<file path="config.mk">
export PLATFORM = sky130hd
export DESIGN_NAME = tms_ctrl
export DESIGN_NICKNAME = d
export VERILOG_FILES = /design/src/rtl/core/tms_pkg.sv /design/src/rtl/core/tms_ctrl.sv
export SDC_FILE = /design/constraint.sdc
export NUM_CORES = 1
export LEC_CHECK = 0
export ABC_CLOCK_PERIOD_IN_PS = 2200
export BUFFER_PORTS_ARGS = -buffer_cell sky130_fd_sc_hd__buf_2
export CORE_AREA = 2 2 39 41
export DETAILED_ROUTE_END_ITERATION = 12
export DIE_AREA = 0 0 41 43
export GPL_TIMING_DRIVEN = 0
export PLACE_DENSITY_LB_ADDON = 0.05
export SKIP_CTS_REPAIR_TIMING = 1
export SLEW_MARGIN = 0
export SYNTH_ARGS = -nofsm -noshare
export SYNTH_HDL_FRONTEND = slang
export SYNTH_SLANG_ARGS = --single-unit
</file>
<file path="constraint.sdc">
create_clock -name clock -period 2.2 [get_ports clock]
set_clock_uncertainty 0.15 [all_clocks]
set_input_delay 0.55 -clock clock [delete_from_list [all_inputs] [get_ports clock]]
set_output_delay 0.55 -clock clock [all_outputs]
set_load 0.02 [all_outputs]
</file>
<file path="src/rtl/core/tms_pkg.sv">
`default_nettype none

package tms_pkg;

   // Sizing of the machine.
   localparam int TAPE_DEPTH  = 1024;
   localparam int NUM_STATES  = 16;
   localparam int NUM_SYMBOLS = 16;

   localparam int TAPE_AW     = $clog2(TAPE_DEPTH);
   localparam int TABLE_DEPTH = NUM_STATES * NUM_SYMBOLS;
   localparam int TABLE_AW    = $clog2(TABLE_DEPTH);
   localparam int SYMBOL_W    = 4;
   localparam int ENTRY_W     = 11;

   localparam logic signed [11:0] HEAD_HOME = 12'(TAPE_DEPTH / 2);

   // Item kinds.
   localparam logic [1:0] KIND_LOAD  = 2'd0;
   localparam logic [1:0] KIND_TAPE  = 2'd1;
   localparam logic [1:0] KIND_START = 2'd2;
   localparam logic [1:0] KIND_STEP  = 2'd3;

   // Head moves.
   localparam logic [1:0] MOVE_NONE  = 2'd0;
   localparam logic [1:0] MOVE_RIGHT = 2'd1;
   localparam logic [1:0] MOVE_LEFT  = 2'd2;

   // Result status codes.
   localparam logic [2:0] ST_STEP   = 3'd0;
   localparam logic [2:0] ST_FINAL  = 3'd1;
   localparam logic [2:0] ST_ERROR  = 3'd2;
   localparam logic [2:0] ST_OFF    = 3'd3;
   localparam logic [2:0] ST_HALTED = 3'd4;
   localparam logic [2:0] ST_LIMIT  = 3'd5;
   localparam logic [2:0] ST_ACK    = 3'd6;

   // Register port.
   localparam int CSR_ADDR_W  = 3;
   localparam int CSR_DATA_W  = 32;
   localparam int CSR_IDX_LSB = 2;
   localparam logic CSR_IDX_FINAL = 1'b0;
   localparam logic CSR_IDX_MAX   = 1'b1;

   localparam logic [3:0]  FINAL_STATE_RESET = 4'd15;
   localparam logic [15:0] MAX_STEPS_RESET   = 16'd1000;

   typedef struct packed {
      logic [1:0] kind;
      logic [3:0] table_state;
      logic [3:0] table_symbol;
      logic [3:0] next_state;
      logic [3:0] write_symbol;
      logic [1:0] move_code;
      logic       is_error;
      logic [9:0] cell_address;
   } req_item_type;

   typedef struct packed {
      logic [2:0]         status;
      logic [3:0]         old_state;
      logic [3:0]         read_symbol;
      logic [3:0]         new_state;
      logic [3:0]         written_symbol;
      logic [1:0]         head_move;
      logic signed [11:0] head_position;
      logic [15:0]        steps_done;
   } rsp_item_type;

   typedef struct packed {
      logic       is_error;
      logic [1:0] move_code;
      logic [3:0] write_symbol;
      logic [3:0] next_state;
   } entry_type;

   typedef struct packed {
      logic [3:0]  final_state;
      logic [15:0] max_steps;
   } csr_cfg_type;

   typedef struct packed {
      logic clear_en;
      logic capture;
      logic tape_rd_en;
      logic table_rd_en;
      logic exec;
   } ctrl_cmd_type;

   typedef struct packed {
      logic clear_done;
      logic in_is_step;
      logic rsp_free;
   } dp_status_type;

endpackage

`default_nettype wire

</file>
<file path="src/rtl/core/tms_ctrl.sv">
`default_nettype none

module tms_ctrl (
   input  logic                   clock,
   input  logic                   reset,
   input  logic                   req_valid,
   output logic                   req_stall,
   input  tms_pkg::dp_status_type status,
   output tms_pkg::ctrl_cmd_type  cmd
);
   import tms_pkg::*;

   localparam logic [1:0] S_CLEAR  = 2'd0;
   localparam logic [1:0] S_IDLE   = 2'd1;
   localparam logic [1:0] S_LOOKUP = 2'd2;
   localparam logic [1:0] S_EXEC   = 2'd3;

   logic [1:0] state_ff;
   logic [1:0] state_in;

   always_comb begin
      state_in = state_ff;
      cmd      = '0;
      case (state_ff)
         S_CLEAR: begin
            cmd.clear_en = 1'b1;
            if (status.clear_done) begin
               state_in = S_IDLE;
            end
         end
         S_IDLE: begin
            // The tape is read under the head on every idle cycle, so the
            // cell is ready in the cycle after a step transaction is taken.
            cmd.tape_rd_en = 1'b1;
            if (req_valid) begin
               cmd.capture = 1'b1;
               state_in    = status.in_is_step ? S_LOOKUP : S_EXEC;
            end
         end
         S_LOOKUP: begin
            cmd.table_rd_en = 1'b1;
            state_in        = S_EXEC;
         end
         S_EXEC: begin
            if (status.rsp_free) begin
               cmd.exec = 1'b1;
               state_in = S_IDLE;
            end
         end
         default: state_in = S_IDLE;
      endcase
   end

   always_ff @(posedge clock) begin
      if (reset) begin
         state_ff <= S_CLEAR;
      end else begin
         state_ff <= state_in;
      end
   end

   assign req_stall = (state_ff != S_IDLE);

   // A step transaction always goes through the table lookup before it executes.
   assert property (@(posedge clock) disable iff (reset)
      (cmd.capture && status.in_is_step) |=> (state_ff == S_LOOKUP))
      else $error("step transaction skipped the table lookup");

   // Nothing is taken while the tape is still being cleared.
   assert property (@(posedge clock) disable iff (reset)
      (state_ff == S_CLEAR) |-> (!cmd.capture && !cmd.exec))
      else $error("transaction handled during the clearing pass");

endmodule

`default_nettype wire

</file>
After elaboration in Yosys (flattened, before gate mapping)
Cells that the tools add are included.
W data, S select, Z words.
{"block": "word_totals", "mem_bits_ro": 0, "word_cells": 21, "ramBits": 0, "memories": 0, "latchBits": 0, "register_bits": 2}
{"block": "op_classes", "mul": 0, "div": 0, "n_lt_le_gt_ge": 0, "add_sub_neg": 0, "bitwise_logic": 0, "reduce_logical": 2, "n_shift": 0, "mux": 11, "n_eq_ne": 7}
{"op": "$mux W2", "n": 4}
{"op": "$pmux W2 S4", "n": 1}
{"op": "$mux W1", "n": 6}
{"op": "$ne A2 B2 Y1 const B", "n": 3}
{"op": "$eq A2 B2 Y1 const B", "n": 2}
{"op": "$reduce_and A3 Y1", "n": 1}
{"op": "$eq A2 B1 Y1 const B", "n": 1}
{"op": "$logic_not A2 Y1", "n": 1}
{"op": "$ne A2 B1 Y1 const B", "n": 1}

Longest topological paths before layout
{"block": "depth", "word_depth": 3, "depth_mapped": 5, "depth_no_buf": 5}

Worst setup path before layout
Ideal clock, no wire load.
{"block": "synth_timing", "path_type": "register to output", "from": "reg state_ff[1]", "to": "out cmd[3] (netlist bit)", "arrival_ns": 1.203, "path_buffers": 0, "stages_incl_launch_ff": 5, "slack_ns": 0.297, "cell_sequence": "dfxtp_1 -> inv_1 -> ha_1 -> inv_1 -> nor2_1"}
{"element": "start, declared", "line_no": "tms_ctrl.sv:18", "source": "logic [1:0] state_ff;"}
{"element": "start signal, assigned", "line_no": "tms_ctrl.sv:58", "source": "state_ff <= state_in;"}
{"element": "end, declared", "line_no": "tms_ctrl.sv:9", "source": "output tms_pkg::ctrl_cmd_type cmd"}

==> impl_metrics.json <==
{
  "outcome": "finished clean",
  "synthesis.instances": 23,
  "vias": 186,
  "fmax_mhz": 532.0,
  "min_period_ns": 1.880,
  "crit_start": "state_ff[1]",
  "antennaDiodeCount": 0,
  "hold_path.startpoint": "state_ff[1]",
  "r2r_start": "state_ff[1]",
  "cts_made_buffers": 3,
  "core_region_area_mm2": 0.001384,
  "route.detailed.drc": 0,
  "drv_slew": 0,
  "ant_nets": 0,
  "regMostFlops": "state_ff",
  "hold_viol_final": 0,
  "worstPathMaxFanout": 4,
  "fill_cells": 165,
  "final_area_um2": 285.3,
  "numClockSinks": 2,
  "cts_tree": "done",
  "layout_common_cells": "buf_2 (11), inv_1 (7), ha_1 (4)",
  "insertion_delay_ns": 0.22,
  "grt_max_degree": 5,
  "synth_area_per_cell_um2": 8.160,
  "routed_wl_um": 452,
  "placed_cell_area_um2": 262.8,
  "largestRegisters": "state_ff: 2 flops",
  "setup_viol": 0,
  "cts_max_level": 1,
  "antenna_found_initial": 0,
  "period_share_pct": 85.44,
  "leakagePower_uw": 0.0001601,
  "final_common_cell": "buf_2",
  "io_buffers": 11,
  "hold_slack_ns": 0.3826,
  "overflow": 0,
  "setup_tns_ns": 0,
  "cap_violations": 0,
  "grt_pass1_wl_um": 717,
  "rows": 14,
  "place_congestion": 0.6404,
  "endpoint_kind": "primary output",
  "arrival_ns": 1.18,
  "path_class": "flop to primary output",
  "ys_ff_latch": 2,
  "ys_seq_area_share_pct": 21.33,
  "nets": 49,
  "drive_gt1_share_pct": 43.24,
  "rsz0062_at_grt": "no",
  "required_ns": 1.50,
  "yosys_warnings": 0,
  "power_uw": 392.7,
  "dp_hpwl_um": 378.9,
  "wl_per_cell_um": 8.528,
  "clockRootBuffer": "clkbuf_4",
  "placed_cells": 50,
  "initialDrtViolationCount": 2,
  "dieArea_mm2": 0.001763,
  "clockBufferDepth": 2,
  "grt_pass1_vias": 198,
  "clk_pin_slew_ns": 0.03,
  "vias_per_cell": 3.509,
  "tightest_slew_ns": 0.4765,
  "peakVddDrop_v": 0.0002494,
  "syn_area_um2": 187.7,
  "ios": 12,
  "post_layout_nonfiller_instances": 53,
  "die_y_um": 43,
  "syn_nets": 33,
  "largest_register_ffs": 2,
  "die_w_um": 41,
  "dr.pass1.iters": 4,
  "areaGrowthSynthToFinish_pct": 52.00,
  "maxSlewHeadroom_pct": 68.24,
  "track_usage_pct": 6.413,
  "p_per_area_mw_per_mm2": 1376,
  "hold_class": "flop to flop",
  "ys_types": 10,
  "worst_setup_path_start_kind": "flop",
  "initial_core_util_pct": 13.56
}
[cells by family (layout without fill, tap and decap cells)]
family | count (synthesis) | in the layout | synth area share, %
and+or+nand+nor | 6 | 6 | 18.00
AOI/OAI and AO/OA | 2 | 2 | 8.669
DFF | 2 | 2 | 21.33
adders and majority gates | 4 | 4 | 26.67
muxes | 2 | 2 | 11.33
buffers and inverters | 7 | 21 | 14.00
[cells in the mapped netlist]
library cell	count	share of area [%]
a31oi_1	1	3.3
a222oi_1	1	5.3
and2_2	1	4.0
dfxtp_1	2	21
ha_1	4	27
inv_1	7	14
mux2_2	1	6.0
nand2b_1	3	10
mux2i_1	1	5.3
nor2_1	2	4.0
[worst max-delay path, cell delays in order (launching register included)]
cell and delay [ns]:
dfxtp_1 0.38, inv_1 0.08, ha_1 0.23, inv_1 0.08, nor2_1 0.04, buf_2 0.15
[cell type report]
class	instances	area [um^2]	area share, %
multi-input cells	14	121.4	42.54
well taps	16	20.02	7.018
flip-flops and latches	2	40.04	14.04
repair buffers	11	55.05	19.30
clock buffers	3	22.52	7.895
inverters	7	26.28	9.211
[power by group]
| part | leakage [uW] | internal (uW) | switching (uW) |
|---|---|---|---|
| sequential | 0.0000166 | 54.4 | 17.6 |
| clock | 0.0000138 | 60.3 | 21.7 |
| combinational | 0.000130 | 94.4 | 144 |
| total | 0.000160 | 209 | 183 |
[final timing paths]
| path | cells past startpoint | slack (ns) | to |
|---|---|---|---|
| worst max-delay path | 5 | 0.32 | cmd[3] |
| worst max register to register | 4 | 0.43 | state_ff[0] |
| worst min register to register | 2 | 0.38 | state_ff[1] |
| worst min-delay path | 2 | 0.38 | state_ff[1] |
[per-layer routing]
metal	routed length (um)	share of wire (%)	up-vias	global-route usage, %
met2	204	45	9	8.438
met5	0	0	-	0
met1	210	46	77	7.029
li1	-	-	100	-
met3	38	8.4	0	3.141
met4	0	0	0	6.000
[through the flow]
step | util (%) | worst slack, ns
detailed placement | 18.99 | 0.3681
finish | 20.61 | 0.3202
CTS | 20.61 | 0.2809
floorplan | - | 0.2968
global placement | 18.99 | 0.3805
global route | 20.61 | 0.1967
Note: power is estimated with default switching activity, not from simulation.
