--- config.mk ---
export PLATFORM = sky130hd
export DESIGN_NAME = tms_csr
export DESIGN_NICKNAME = d
export VERILOG_FILES = /design/src/rtl/core/tms_pkg.sv /design/src/rtl/core/tms_csr.sv
export SDC_FILE = /design/constraint.sdc
export NUM_CORES = 1
export LEC_CHECK = 0
export BUFFER_PORTS_ARGS = -buffer_cell sky130_fd_sc_hd__buf_2
export CAP_MARGIN = 15
export CORE_MARGIN = 2
export CORE_UTILIZATION = 24
export DETAILED_ROUTE_END_ITERATION = 8
export MAX_ROUTING_LAYER = met4
export REMOVE_ABC_BUFFERS = 1
export SYNTH_ARGS = -nofsm -noshare
export SYNTH_HDL_FRONTEND = slang
export SYNTH_SLANG_ARGS = --single-unit
--- constraint.sdc ---
create_clock -name clock -period 2.7 [get_ports clock]
set_input_delay 0.54 -clock clock [delete_from_list [all_inputs] [get_ports clock]]
set_output_delay 0.54 -clock clock [all_outputs]
set_load 0.02 [all_outputs]
--- src/rtl/core/tms_pkg.sv ---
`default_nettype none

package tms_pkg;

   // Sizing of the machine.
   localparam int TAPE_DEPTH  = 1024;
   localparam int NUM_STATES  = 16;
   localparam int NUM_SYMBOLS = 16;

   localparam int TAPE_AW     = $clog2(TAPE_DEPTH);
   localparam int TABLE_DEPTH = NUM_STATES * NUM_SYMBOLS;
   localparam int TABLE_AW    = $clog2(TABLE_DEPTH);
   localparam int SYMBOL_W    = 4;
   localparam int ENTRY_W     = 11;

   localparam logic signed [11:0] HEAD_HOME = 12'(TAPE_DEPTH / 2);

   // Item kinds.
   localparam logic [1:0] KIND_LOAD  = 2'd0;
   localparam logic [1:0] KIND_TAPE  = 2'd1;
   localparam logic [1:0] KIND_START = 2'd2;
   localparam logic [1:0] KIND_STEP  = 2'd3;

   // Head moves.
   localparam logic [1:0] MOVE_NONE  = 2'd0;
   localparam logic [1:0] MOVE_RIGHT = 2'd1;
   localparam logic [1:0] MOVE_LEFT  = 2'd2;

   // Result status codes.
   localparam logic [2:0] ST_STEP   = 3'd0;
   localparam logic [2:0] ST_FINAL  = 3'd1;
   localparam logic [2:0] ST_ERROR  = 3'd2;
   localparam logic [2:0] ST_OFF    = 3'd3;
   localparam logic [2:0] ST_HALTED = 3'd4;
   localparam logic [2:0] ST_LIMIT  = 3'd5;
   localparam logic [2:0] ST_ACK    = 3'd6;

   // Register port.
   localparam int CSR_ADDR_W  = 3;
   localparam int CSR_DATA_W  = 32;
   localparam int CSR_IDX_LSB = 2;
   localparam logic CSR_IDX_FINAL = 1'b0;
   localparam logic CSR_IDX_MAX   = 1'b1;

   localparam logic [3:0]  FINAL_STATE_RESET = 4'd15;
   localparam logic [15:0] MAX_STEPS_RESET   = 16'd1000;

   typedef struct packed {
      logic [1:0] kind;
      logic [3:0] table_state;
      logic [3:0] table_symbol;
      logic [3:0] next_state;
      logic [3:0] write_symbol;
      logic [1:0] move_code;
      logic       is_error;
      logic [9:0] cell_address;
   } req_item_type;

   typedef struct packed {
      logic [2:0]         status;
      logic [3:0]         old_state;
      logic [3:0]         read_symbol;
      logic [3:0]         new_state;
      logic [3:0]         written_symbol;
      logic [1:0]         head_move;
      logic signed [11:0] head_position;
      logic [15:0]        steps_done;
   } rsp_item_type;

   typedef struct packed {
      logic       is_error;
      logic [1:0] move_code;
      logic [3:0] write_symbol;
      logic [3:0] next_state;
   } entry_type;

   typedef struct packed {
      logic [3:0]  final_state;
      logic [15:0] max_steps;
   } csr_cfg_type;

   typedef struct packed {
      logic clear_en;
      logic capture;
      logic tape_rd_en;
      logic table_rd_en;
      logic exec;
   } ctrl_cmd_type;

   typedef struct packed {
      logic clear_done;
      logic in_is_step;
      logic rsp_free;
   } dp_status_type;

endpackage

`default_nettype wire

--- src/rtl/core/tms_csr.sv ---
`default_nettype none

module tms_csr (
   input  logic                                clock,
   input  logic                                reset,
   input  logic                                psel,
   input  logic                                penable,
   input  logic                                pwrite,
   input  logic [tms_pkg::CSR_ADDR_W-1:0]      paddr,
   input  logic [tms_pkg::CSR_DATA_W-1:0]      pwdata,
   output logic [tms_pkg::CSR_DATA_W-1:0]      prdata,
   output logic                                pready,
   output tms_pkg::csr_cfg_type                cfg
);
   import tms_pkg::*;

   csr_cfg_type cfg_ff;
   csr_cfg_type cfg_in;
   logic        wr_strobe;
   logic        reg_idx;

   assign pready    = 1'b1;
   assign wr_strobe = psel && penable && pwrite && pready;
   assign reg_idx   = paddr[CSR_IDX_LSB];

   always_comb begin
      cfg_in = cfg_ff;
      if (wr_strobe) begin
         case (reg_idx)
            CSR_IDX_FINAL: cfg_in.final_state = pwdata[3:0];
            CSR_IDX_MAX:   cfg_in.max_steps   = pwdata[15:0];
            default:       cfg_in = cfg_ff;
         endcase
      end
   end

   always_ff @(posedge clock) begin
      if (reset) begin
         cfg_ff.final_state <= FINAL_STATE_RESET;
         cfg_ff.max_steps   <= MAX_STEPS_RESET;
      end else begin
         cfg_ff <= cfg_in;
      end
   end

   always_comb begin
      case (reg_idx)
         CSR_IDX_FINAL: prdata = CSR_DATA_W'(cfg_ff.final_state);
         CSR_IDX_MAX:   prdata = CSR_DATA_W'(cfg_ff.max_steps);
         default:       prdata = '0;
      endcase
   end

   assign cfg = cfg_ff;

endmodule

`default_nettype wire

# Word-level counts from Yosys, hierarchy flattened

Cells that the tools add are included.

Flip-flop bits (word level): 20
Output and inout port bits: 53
Logic and storage cells: 8

Muxes and demuxes: 1
Bitwise operators: 1
Reduce and logical (&&, ||, !) cells: 4

Operators by type and width:

| cell              | count |
|---|---|
| $pmux 32 s2       | 1 |
| $reduce_and 2->1  | 2 |
| $logic_and 1x1->1 | 2 |
| $not 1->1         | 1 |

# Depth between registers and ports, before layout

Gate-level depths: netlist of run 1.

Word-level depth: 3
Mapped depth: 5

# Worst setup path after synthesis of run 1

No wires, ideal clock.

Kind: input -> output
Start: input port paddr[2] (netlist bit)
End: output port prdata[10] (netlist bit)
Arrival: 1.087 ns
Data required time: 2.160 ns
Path slack: 1.073 ns
Cell stages on the path: 3
Path buffers: 2
Path through: buf_6 clkbuf_1 and2_1

Cells in the longest elaborated chain, start to end: 2

Ends and longest elaborated chain:

| element         | line          | text |
|---|---|---|
| start, declared | tms_csr.sv:9  | `input logic [tms_pkg::CSR_ADDR_W-1:0] paddr,` |
| $not 1->1       | -             |  |
| $pmux 32 s2 (*) | tms_csr.sv:47 | `case (reg_idx)` |
| end, declared   | tms_csr.sv:11 | `output logic [tms_pkg::CSR_DATA_W-1:0] prdata,` |

Every way passes the cells marked *; elsewhere a longest branch is shown, timed or not. The select of a mux whose other input is x is not followed.

# Final worst setup path of run 1

Start: input port paddr[2] (netlist bit)
End: output port prdata[3] (netlist bit)

The elaborated chain is that of the path after synthesis.

==> summary.txt, run 1 <==
Floorplan
  – Chip width: 73.33 um
  – Core outline area: about 0.0047 mm^2
  – Die height: 73.33 um
  – Number of I/O pins: 93
  – Die area: between 0.005 and 0.006 mm^2
  – # rows: 25
  – Initial Util: between 20% and 30%

Pwr
  – Pwr Density: between 400 and 500 mW/mm^2
  – P_leak: 0.6373 nW
  – Peak supply drop: ~0.19 mV

Route
  – Vias post-DR: 898
  – WL final: 2289 um
  – Wire per inst: between 10 and 15 um
  – Residual DRC: 0
  – DR vias/cell: between 3 and 4
  – First drt pass iteration count: 4
  – Final ANT Viol Nets: 0
  – Initial drt markers: 17

Clock tree
  – Num CTS Buffers: 3
  – CTS H-tree lvls: 1
  – Reg clk slew, reported paths: 70 ps
  – Skew-Pair Late Insertion Delay: 250 ps
  – Hold Buf Count CTS: 0
  – Clock sink count: 20
  – Maximum buffer depth of the clock tree: 2
  – Root buffer cell: clkbuf_8
  – Postcts setup bufs: 0
  – CTS tree: built
  – PostCTS Resize Cnt: 0

Timing
  – Setup TNS Final: 0 ps
  – Skew final: 0 ps
  – Fin crit share: 69.99%
  – RSZ-0062 raised after global routing: false
  – Final setup viols: 0
  – FMAX: 0.5292 GHz
  – Final Slew Violations: 0
  – Slew @ Worst Pin: 550.9 ps
  – Final Hold Fails: 0
  – Slew margin rel.: 63.28%
  – Tmin final: between 1500 and 2000 ps

GRT
  – Global-route wire length before repair: 3643 um
  – Vias in the first global route: 755
  – Initial antenna violation count: 0
  – Largest net degree at the start of global routing: 40
  – Total congestion overflow: 0
  – GRT Total Usage: under 10%

Synthesis
  – Mapped Cells: ~130
  – Synth warnings: 0
  – Synthesized area: about 0.0012 mm^2
  – Register area share after synthesis: 34.71%
  – Synth cell types: 16
  – Syn_area_per_cell: around 9.2 um^2
  – Synth Register Bits: 20

Critical path
  – Data arrival, critical path: 1350 ps
  – Launching point of the worst reg2reg path: cfg[3]
  – Crit. End Element: output pin
  – CP startpoint kind: input port
  – R2r endpoint: cfg[3]
  – Worst reg-to-reg path cell count: 2
  – Worst-path fanout max: 18
  – Critical path destination: prdata[3]
  – Critical path required time: about 2200 ps
  – Crit. Startpoint: paddr[2]
  – R2R Setup Slk: 2070 ps
  – WS Path Type: input port to output pin

Layout
  – Multi-input logic area: 605.6 um^2
  – Layout cell share with drive strength beyond 1: about two fifths
  – P&R area growth vs syn: 21.37%
  – Diodes inserted: 0
  – FF+latch area: 400.4 um^2
  – Max reg flops: 20
  – Fillers: 511
  – Final core utilization: between 20% and 30%
  – Post-layout net count: 216
  – Commonest non-fill, non-tap cell in the layout: buf_2
  – Most frequent cells in the layout: buf_2 (57), nand2b_1 (20), mux2i_1 (20), dfxtp_1 (20), nor2_1 (19)

Job
  – Max-cap violations: 0

Hold path
  – Hold crit path type: flop to flop
  – HP Start: cfg[11]

Placement
  – Placer Congestion: 0.6368
  – Port Buf Inserts: between 50 and 60

Status
  – Status: finished, final reports clean
## cells in the mapped netlist
master    number  area (um^2)
buf_6          1        11.26
mux2_2         4        45.04
clkbuf_2       1        5.000
conb_1         2        7.510
and4_4         1        11.26
clkbuf_1       4        15.01
mux2i_1       20        200.2
buf_2          1        5.000
buf_12         2        40.04
and4b_2        1        11.26
and2_2         2        15.01
nand2b_1      20        125.1
and2_1        10        62.56
dfxtp_1       20        400.4
buf_4         17        127.6
nor2_1        19        71.32
## report_power, final
part / internal [mW] / switching, mW
sequential: 0.301 / 0.00442
clock: 0.0992 / 0.0959
combinational: 0.0420 / 0.0727
total: 0.443 / 0.173
## cells by family (layout without fill, tap and decap cells)
group                  Yosys count  after routing  share of synthesized area, %
buffers and inverters           26             60                         17.68
DFF                             20             20                         34.71
muxes                           24             24                         21.26
other                            2             17                        0.6510
and+or+nand+nor                 53             53                         25.70
## critical path: stages
cell,delay (ps)
buf_2,280
mux2_2,370
buf_2,150
## layout make-up
type / instances / share of cell area [%]
repair buffers: 57 / 20.38
multi-input cells: 94 / 43.25
well taps: 54 / 4.826
flip-flops and latches: 20 / 28.60
clock buffers: 3 / 2.949
## stage by stage
stage	worst slack, ps	instances	hold slack, ps	instance area, um^2	total power [mW]
6_report	810.2	228	480.5	1400	0.6157
5_1_grt	758.6	228	506.5	1400	0.6575
4_1_cts	781.1	228	490.9	1400	0.6321
3_5_place_dp	783.3	225	478.7	1359	0.4291
3_3_place_gp	784.1	225	467.5	1359	0.4281
2_1_floorplan	1255	114	552.9	1006	0.3843
## per-layer routing
layer	up-vias	GRT usage, %	routed length (um)
met1	404	10.56	997
met3	2	2.881	124
met2	33	15.12	1160
met4	0	1.212	6
li1	459	-	-
met5	-	-	0
## worst min-delay path by stage
| stage | end | slack (ps) | cells past startpoint |
|---|---|---|---|
| 6_report | cfg[11] | 480 | 2 |
| 5_1_grt | cfg[4] | 510 | 2 |
| 4_1_cts | cfg[10] | 490 | 2 |
| 3_5_place_dp | cfg[11] | 480 | 2 |
| 3_3_place_gp | cfg[15] | 470 | 2 |
| 2_1_floorplan | cfg[13] | 550 | 2 |
No activity file was read; power rests on OpenSTA's default activity.
==> inputs of run 2 (changes only) <==
--- a/config.mk
+++ b/config.mk
@@ -5,6 +5,7 @@
 export SDC_FILE = /design/constraint.sdc
 export NUM_CORES = 1
 export LEC_CHECK = 0
+export ABC_AREA = 1
 export BUFFER_PORTS_ARGS = -buffer_cell sky130_fd_sc_hd__buf_2
 export CAP_MARGIN = 15
 export CORE_MARGIN = 2
==> constraint.sdc (replaced) <==
create_clock -name clock -period 1.6 [get_ports clock]
set_input_delay 0.32 -clock clock [delete_from_list [all_inputs] [get_ports clock]]
set_output_delay 0.32 -clock clock [all_outputs]
set_load 0.02 [all_outputs]
==> summary.txt, run 2 <==
Status
  – Status: finished, final reports clean (unchanged)

Critical path
  – Worst-path fanout max: 17 (was 18)
  – Crit. End Element: output pin (unchanged)
  – Data arrival, critical path: 1040 ps (was 1350 ps)
  – CP startpoint kind: input port (unchanged)
  – WS Path Type: input port to output pin (unchanged)
  – Critical path required time: 1280 ps (was 2160 ps)

Floorplan
  – Die height: 71.43 um (was 73.33 um)
  – Chip width: 71.43 um (was 73.33 um)
  – Initial Util: 25.06% (was 24.59%)
  – # rows: 24 (was 25)
  – Core outline area: 0.004354 mm^2 (was 0.004692 mm^2)
  – Number of I/O pins: 93 (unchanged)
  – Die area: 0.005102 mm^2 (was 0.005377 mm^2)

Route
  – Wire per inst: 9.633 um (was 10.04 um)
  – Initial drt markers: 27 (was 17)
  – Residual DRC: 0 (unchanged)
  – WL final: 2678 um (was 2289 um)
  – DR vias/cell: 3.982 (was 3.939)
  – Vias post-DR: 1107 (was 898)
  – Final ANT Viol Nets: 0 (unchanged)
  – First drt pass iteration count: 4 (unchanged)

Pwr
  – Peak supply drop: 0.2139 mV (was 0.1945 mV)
  – P_leak: 0.8796 nW (was 0.6373 nW)
  – Pwr Density: 779.7 mW/mm^2 (was 439.8 mW/mm^2)

Timing
  – Final Hold Fails: 0 (unchanged)
  – RSZ-0062 raised after global routing: false (unchanged)
  – Fin crit share: 85.25%
  – Setup TNS Final: 0 ps (unchanged)
  – Final Slew Violations: 0 (unchanged)
  – Tmin final: 1364 ps
  – Final setup viols: 0 (unchanged)
  – Hold WS: 274.8 ps (was 480.5 ps)
  – FMAX: ~0.73 GHz
  – Min setup slack post-route: 236.1 ps (was 810.2 ps)
  – Skew final: 0 ps (unchanged)

Clock tree
  – CTS H-tree lvls: 1 (unchanged)
  – Postcts setup bufs: 0 (unchanged)
  – Clock sink count: 20 (unchanged)
  – Hold Buf Count CTS: 0 (unchanged)
  – Num CTS Buffers: 3 (unchanged)
  – PostCTS Resize Cnt: 0 (unchanged)
  – Reg clk slew, reported paths: 70 ps (about the same)
  – Maximum buffer depth of the clock tree: 2 (unchanged)
  – CTS tree: built (unchanged)
  – Root buffer cell: clkbuf_8 (unchanged)
  – Skew-Pair Late Insertion Delay: 250 ps (about the same)

Synthesis
  – Ys async rst share: 0% (unchanged)
  – Synth cell types: 13 (was 16)
  – Post-synthesis compound-gate area fraction: 0% (unchanged)
  – Synth Register Bits: 20 (unchanged)
  – Synth warnings: 0 (unchanged)
  – Synthesized area: 0.001091 mm^2 (was 0.001154 mm^2)
  – Count leader, synth: nand2_1
  – Synth top area cells: dfxtp_1 (37%), nand2_1 (20%), buf_4 (13%) (was dfxtp_1 (35%), mux2i_1 (17%), buf_4 (11%))
  – Post-Synth Simple-Gate Area: 38.30% (was 25.70%)
  – Post-synth EDFFs: 0 (unchanged)
  – Register area share after synthesis: 36.70% (was 34.71%)
  – Post-synthesis xor/xnor area fraction: 0% (unchanged)
  – Post-synthesis adder-cell area fraction: 0% (unchanged)
  – Mapped Cells: 172 (was 125)
  – Synth area leader: dfxtp_1 (unchanged)
  – Top_reg_cell synth: dfxtp_1 (unchanged)
  – Top cell type's share of synthesized area: 36.70% (was 34.71%)
  – Main combinational cell family by area after synthesis: simple AND/OR/NAND/NOR gates (unchanged)
  – Synth top cells by count: nand2_1 (57), inv_1 (24), nor2_1 (22) (was dfxtp_1 (20), mux2i_1 (20), nand2b_1 (20))
  – Syn_area_per_cell: 6.343 um^2 (was 9.229 um^2)
  – Mux share of post-synthesis cell area: 0% (was 21.26%)

GRT
  – Initial antenna violation count: 0 (unchanged)
  – Global-route wire length before repair: 4416 um (was 3643 um)
  – Vias in the first global route: 982 (was 755)
  – GRT Total Usage: 11.20% (was 8.899%)
  – Total congestion overflow: 0 (unchanged)
  – Largest net degree at the start of global routing: 21 (was 40)

Layout
  – Multi-input logic area: 481.7 um^2 (was 605.6 um^2)
  – Layout cell share with drive strength beyond 1: 29.20% (was 39.08%)
  – Diodes inserted: 0 (unchanged)
  – Most frequent cells in the layout: nand2_1 (57), buf_2 (57), inv_1 (24) (was buf_2 (57), nand2b_1 (20), mux2i_1 (20), dfxtp_1 (20), nor2_1 (19))
  – Max reg flops: 20 (unchanged)
  – Fillers: 485 (was 511)
  – P&R area growth vs syn: 28.56% (was 21.37%)
  – Post-Layout Cell Count: 278 (was 228)
  – Post-layout net count: 268 (was 216)
  – FF+latch area: 400.4 um^2 (unchanged)
  – Final core utilization: 32.21% (was 29.84%)

Placement
  – Setup WS pre-CTS: 217.9 ps (was 783.3 ps)
  – Placer Congestion: 0.7061 (was 0.6368)
  – Placed Cells incl. Taps: 275 (was 225)
  – Port Buf Inserts: 57 (unchanged)
  – Post-DP HPWL: 2000 um

Job
  – Max-cap violations: 0 (unchanged)

Hold path
  – Hold crit path type: input port to flop (was flop to flop)
-- run 2: per-layer routing --
| metal | share of wire [%] | vias up | track usage [%] |
|---|---|---|---|
| met2 | 48 | 39 | 18.52 |
| li1 | - | 580 | - |
| met5 | 0 | - | - |
| met3 | 6.1 | 2 | 1.828 |
| met1 | 45 | 486 | 13.89 |
| met4 | 0.52 | 0 | 3.774 |
-- run 2: cells by family after synthesis --
logic type    count (synthesis)
simple gates                101
buf+inv                      49
flops                        20
other cells                   2
-- run 2: area by class of cell --
class / count / area share, %
Clock buffer: 3 / 2.944
Inverter: 25 / 6.690
Multi-Input combinational cell: 118 / 34.34
Sequential cell: 20 / 28.55
Tap cell: 52 / 4.639
Timing Repair Buffer: 60 / 22.84
-- run 2: metrics by stage --
step | area (um^2) | power [mW]
6_report | 1403 | 1.094
4_1_cts | 1403 | 1.112
5_1_grt | 1403 | 1.162
2_1_floorplan | 975.9 | 0.6844
3_5_place_dp | 1361 | 0.7844
3_3_place_gp | 1361 | 0.7814
-- run 2: final timing paths --
check	start	slack [ps]	depth (start not counted)	end
setup / recovery	paddr[2]	240	5	prdata[0]
hold / removal	pwdata[6]	270	3	cfg[6]
setup reg to reg	cfg[2]	1020	2	cfg[2]
hold reg to reg	cfg[7]	480	2	cfg[7]
-- run 2: worst max-delay path: stages --
cell     delay (ps)
buf_2           260
buf_12          190
nand2_1          60
nand2_1          60
buf_2           160
-- run 2: where the power goes --
part / total, mW / internal [mW] / leakage (nW) / switching [mW]
Clock: 0.323 / 0.167 / 0.0216 / 0.156
Sequential: 0.527 / 0.515 / 0.163 / 0.0120
Combinational: 0.243 / 0.0762 / 0.695 / 0.167
==> inputs of run 3 (changes only) <==
--- a/config.mk
+++ b/config.mk
@@ -12,6 +12,7 @@
 export CORE_UTILIZATION = 24
 export DETAILED_ROUTE_END_ITERATION = 8
 export MAX_ROUTING_LAYER = met4
+export PLACE_DENSITY = 0.61
 export REMOVE_ABC_BUFFERS = 1
 export SYNTH_ARGS = -nofsm -noshare
 export SYNTH_HDL_FRONTEND = slang
==> summary.txt, run 3 (synthesized netlist as in run 2, its figures left out) <==
Floorplan
  – Number of I/O pins: 93 (unchanged)
  – Die area: 0.005102 mm^2 (unchanged)
  – Chip width: 71.43 um (unchanged)
  – # rows: 24 (unchanged)
  – Initial Util: 25.06% (unchanged)
  – Core outline area: 0.004354 mm^2 (unchanged)
  – Die height: 71.43 um (unchanged)

Timing
  – Hold WS: 270.1 ps (was 274.8 ps)
  – Tmin final: 1326 ps (was 1364 ps)
  – RSZ-0062 raised after global routing: false (unchanged)
  – Setup TNS Final: 0 ps (unchanged)
  – Final Slew Violations: 0 (unchanged)
  – Final setup viols: 0 (unchanged)
  – Fin crit share: 82.87% (was 85.25%)
  – Skew final: 0 ps (unchanged)
  – Final Hold Fails: 0 (unchanged)
  – Min setup slack post-route: 274.1 ps (was 236.1 ps)
  – FMAX: 0.7542 GHz (was 0.7332 GHz)

Route
  – DR vias/cell: 3.943 (was 3.982)
  – First drt pass iteration count: 4 (unchanged)
  – Wire per inst: 9.557 um (was 9.633 um)
  – Residual DRC: 0 (unchanged)
  – Vias post-DR: 1104 (was 1107)
  – Initial drt markers: 29 (was 27)
  – WL final: 2676 um (was 2678 um)
  – Final ANT Viol Nets: 0 (unchanged)

Layout
  – Diodes inserted: 0 (unchanged)
  – Layout cell share with drive strength beyond 1: 29.82% (was 29.20%)
  – Post-layout net count: 269 (was 268)
  – Max reg flops: 20 (unchanged)
  – P&R area growth vs syn: 30.51% (was 28.56%)
  – Most frequent cells in the layout: nand2_1 (57), buf_2 (57), inv_1 (24) (unchanged)
  – Final core utilization: 32.70% (was 32.21%)

Critical path
  – R2R Setup Slk: 1030 ps (was 1020 ps)
  – Data arrival, critical path: 1010 ps (was 1040 ps)
  – Crit. End Element: output pin (unchanged)
  – Critical path destination: prdata[12] (was prdata[0])
  – WS Path Type: input port to output pin (unchanged)
  – Worst-path fanout max: 11 (was 17)
  – CP startpoint kind: input port (unchanged)
  – Crit. Startpoint: paddr[2] (unchanged)
  – R2r endpoint: cfg[4] (was cfg[2])
  – Worst reg-to-reg path cell count: 2 (unchanged)
  – Launching point of the worst reg2reg path: cfg[4] (was cfg[2])
  – Critical path required time: 1280 ps (about the same)

Clock tree
  – CTS H-tree lvls: 1 (unchanged)
  – Clock sink count: 20 (unchanged)
  – Reg clk slew, reported paths: 80 ps (was 70 ps)
  – Root buffer cell: clkbuf_8 (unchanged)
  – Skew-Pair Late Insertion Delay: 260 ps (was 250 ps)
  – Num CTS Buffers: 3 (unchanged)
  – CTS tree: built (unchanged)
  – PostCTS Resize Cnt: 0 (unchanged)
  – Maximum buffer depth of the clock tree: 2 (unchanged)
  – Postcts setup bufs: 0 (unchanged)
  – Hold Buf Count CTS: 0 (unchanged)

Pwr
  – Power share of the clock group: 33.5% (was 29.5%)
  – Peak supply drop: 0.2557 mV (was 0.2139 mV)
  – Switching power: 0.3473 mW (was 0.3347 mW)
  – Sw Share: 29.96% (was 30.61%)
  – Combinational Power Share: 21.0% (was 22.2%)
  – Cell Int Power: 0.8120 mW (was 0.7589 mW)
  – P_leak: 0.8916 nW (was 0.8796 nW)
  – Pwr Density: 814.2 mW/mm^2 (was 779.7 mW/mm^2)
  – Seq pwr share: 45.5% (was 48.2%)

Placement
  – Placer Congestion: 0.7078 (was 0.7061)
  – Setup WS pre-CTS: 249.7 ps (was 217.9 ps)
  – Port Buf Inserts: 57 (unchanged)
  – Post-DP HPWL: 1963 um (was 2000 um)

Hold path
  – Hold crit path type: input port to flop (unchanged)

GRT
  – Grt met1 use: 13.75% (was 13.89%)
  – Largest net degree at the start of global routing: 21 (unchanged)
  – GRT Total Usage: 11.22% (was 11.20%)
  – Total congestion overflow: 0 (unchanged)
  – Met2 Track Usage GR: 18.11% (was 18.52%)
  – Vias in the first global route: 1027 (was 982)
  – Global-route wire length before repair: 4478 um (was 4416 um)
  – GR Util met3: 1.828% (unchanged)
  – GRT Max-Usage Layer: met2 (unchanged)
  – Initial antenna violation count: 0 (unchanged)

Job
  – Max-cap violations: 0 (unchanged)

Status
  – Status: finished, final reports clean (unchanged)
-- run 3: cell types whose count changed in the layout (fill, tap and decap cells not counted), sizes merged --
cell and delta:
buf +1, clkbuf +1
-- run 3: routing by layer --
metal  vias up  routed length [um]
li1        584                   -
met1       476                1206
met2        42                1248
met3         2                 187
met4         0                  34
met5         -                   0
-- run 3: layout make-up --
class                   instances  area, um^2
repair buffers                 61       327.8
clock buffers                   4       55.05
multi-input cells             118       481.7
fillers                       483        2930
flip-flops and latches         20       400.4
well taps                      52       65.06
inverters                      25       93.84
-- run 3: critical path: stages --
cell	delay, ps
buf_2	240
buf_4	200
nand2_1	60
inv_1	40
buf_2	150
-- run 3: how the worst min path moves through the flow --
| stage | from | endpoint | cells past startpoint |
|---|---|---|---|
| after detailed placement | cfg[17] | cfg[17] | 2 |
| after CTS | pwdata[5] | cfg[5] | 3 |
| after global placement | cfg[17] | cfg[17] | 2 |
| after global routing | pwdata[5] | cfg[5] | 3 |
| final | pwdata[9] | cfg[9] | 3 |
| after floorplan | pwdata[0] | cfg[16] | 2 |
-- run 3: power groups by stage --
stage                     Combinational (mW)  Sequential [mW]  Clock (mW)
after detailed placement               0.246            0.539           0
after global placement                 0.245            0.538           0
after floorplan                        0.124            0.560           0
final                                  0.243            0.527       0.389
after global routing                   0.273            0.531       0.429
after CTS                              0.246            0.528       0.411
-- run 3: metrics by stage --
| step | instance area, um^2 | power, mW | cells |
|---|---|---|---|
| 5_1_grt | 1424 | 1.232 | 280 |
| 3_3_place_gp | 1369 | 0.7832 | 276 |
| 3_5_place_dp | 1369 | 0.7850 | 276 |
| 2_1_floorplan | 975.9 | 0.6844 | 163 |
| 6_report | 1424 | 1.159 | 280 |
| 4_1_cts | 1424 | 1.185 | 280 |
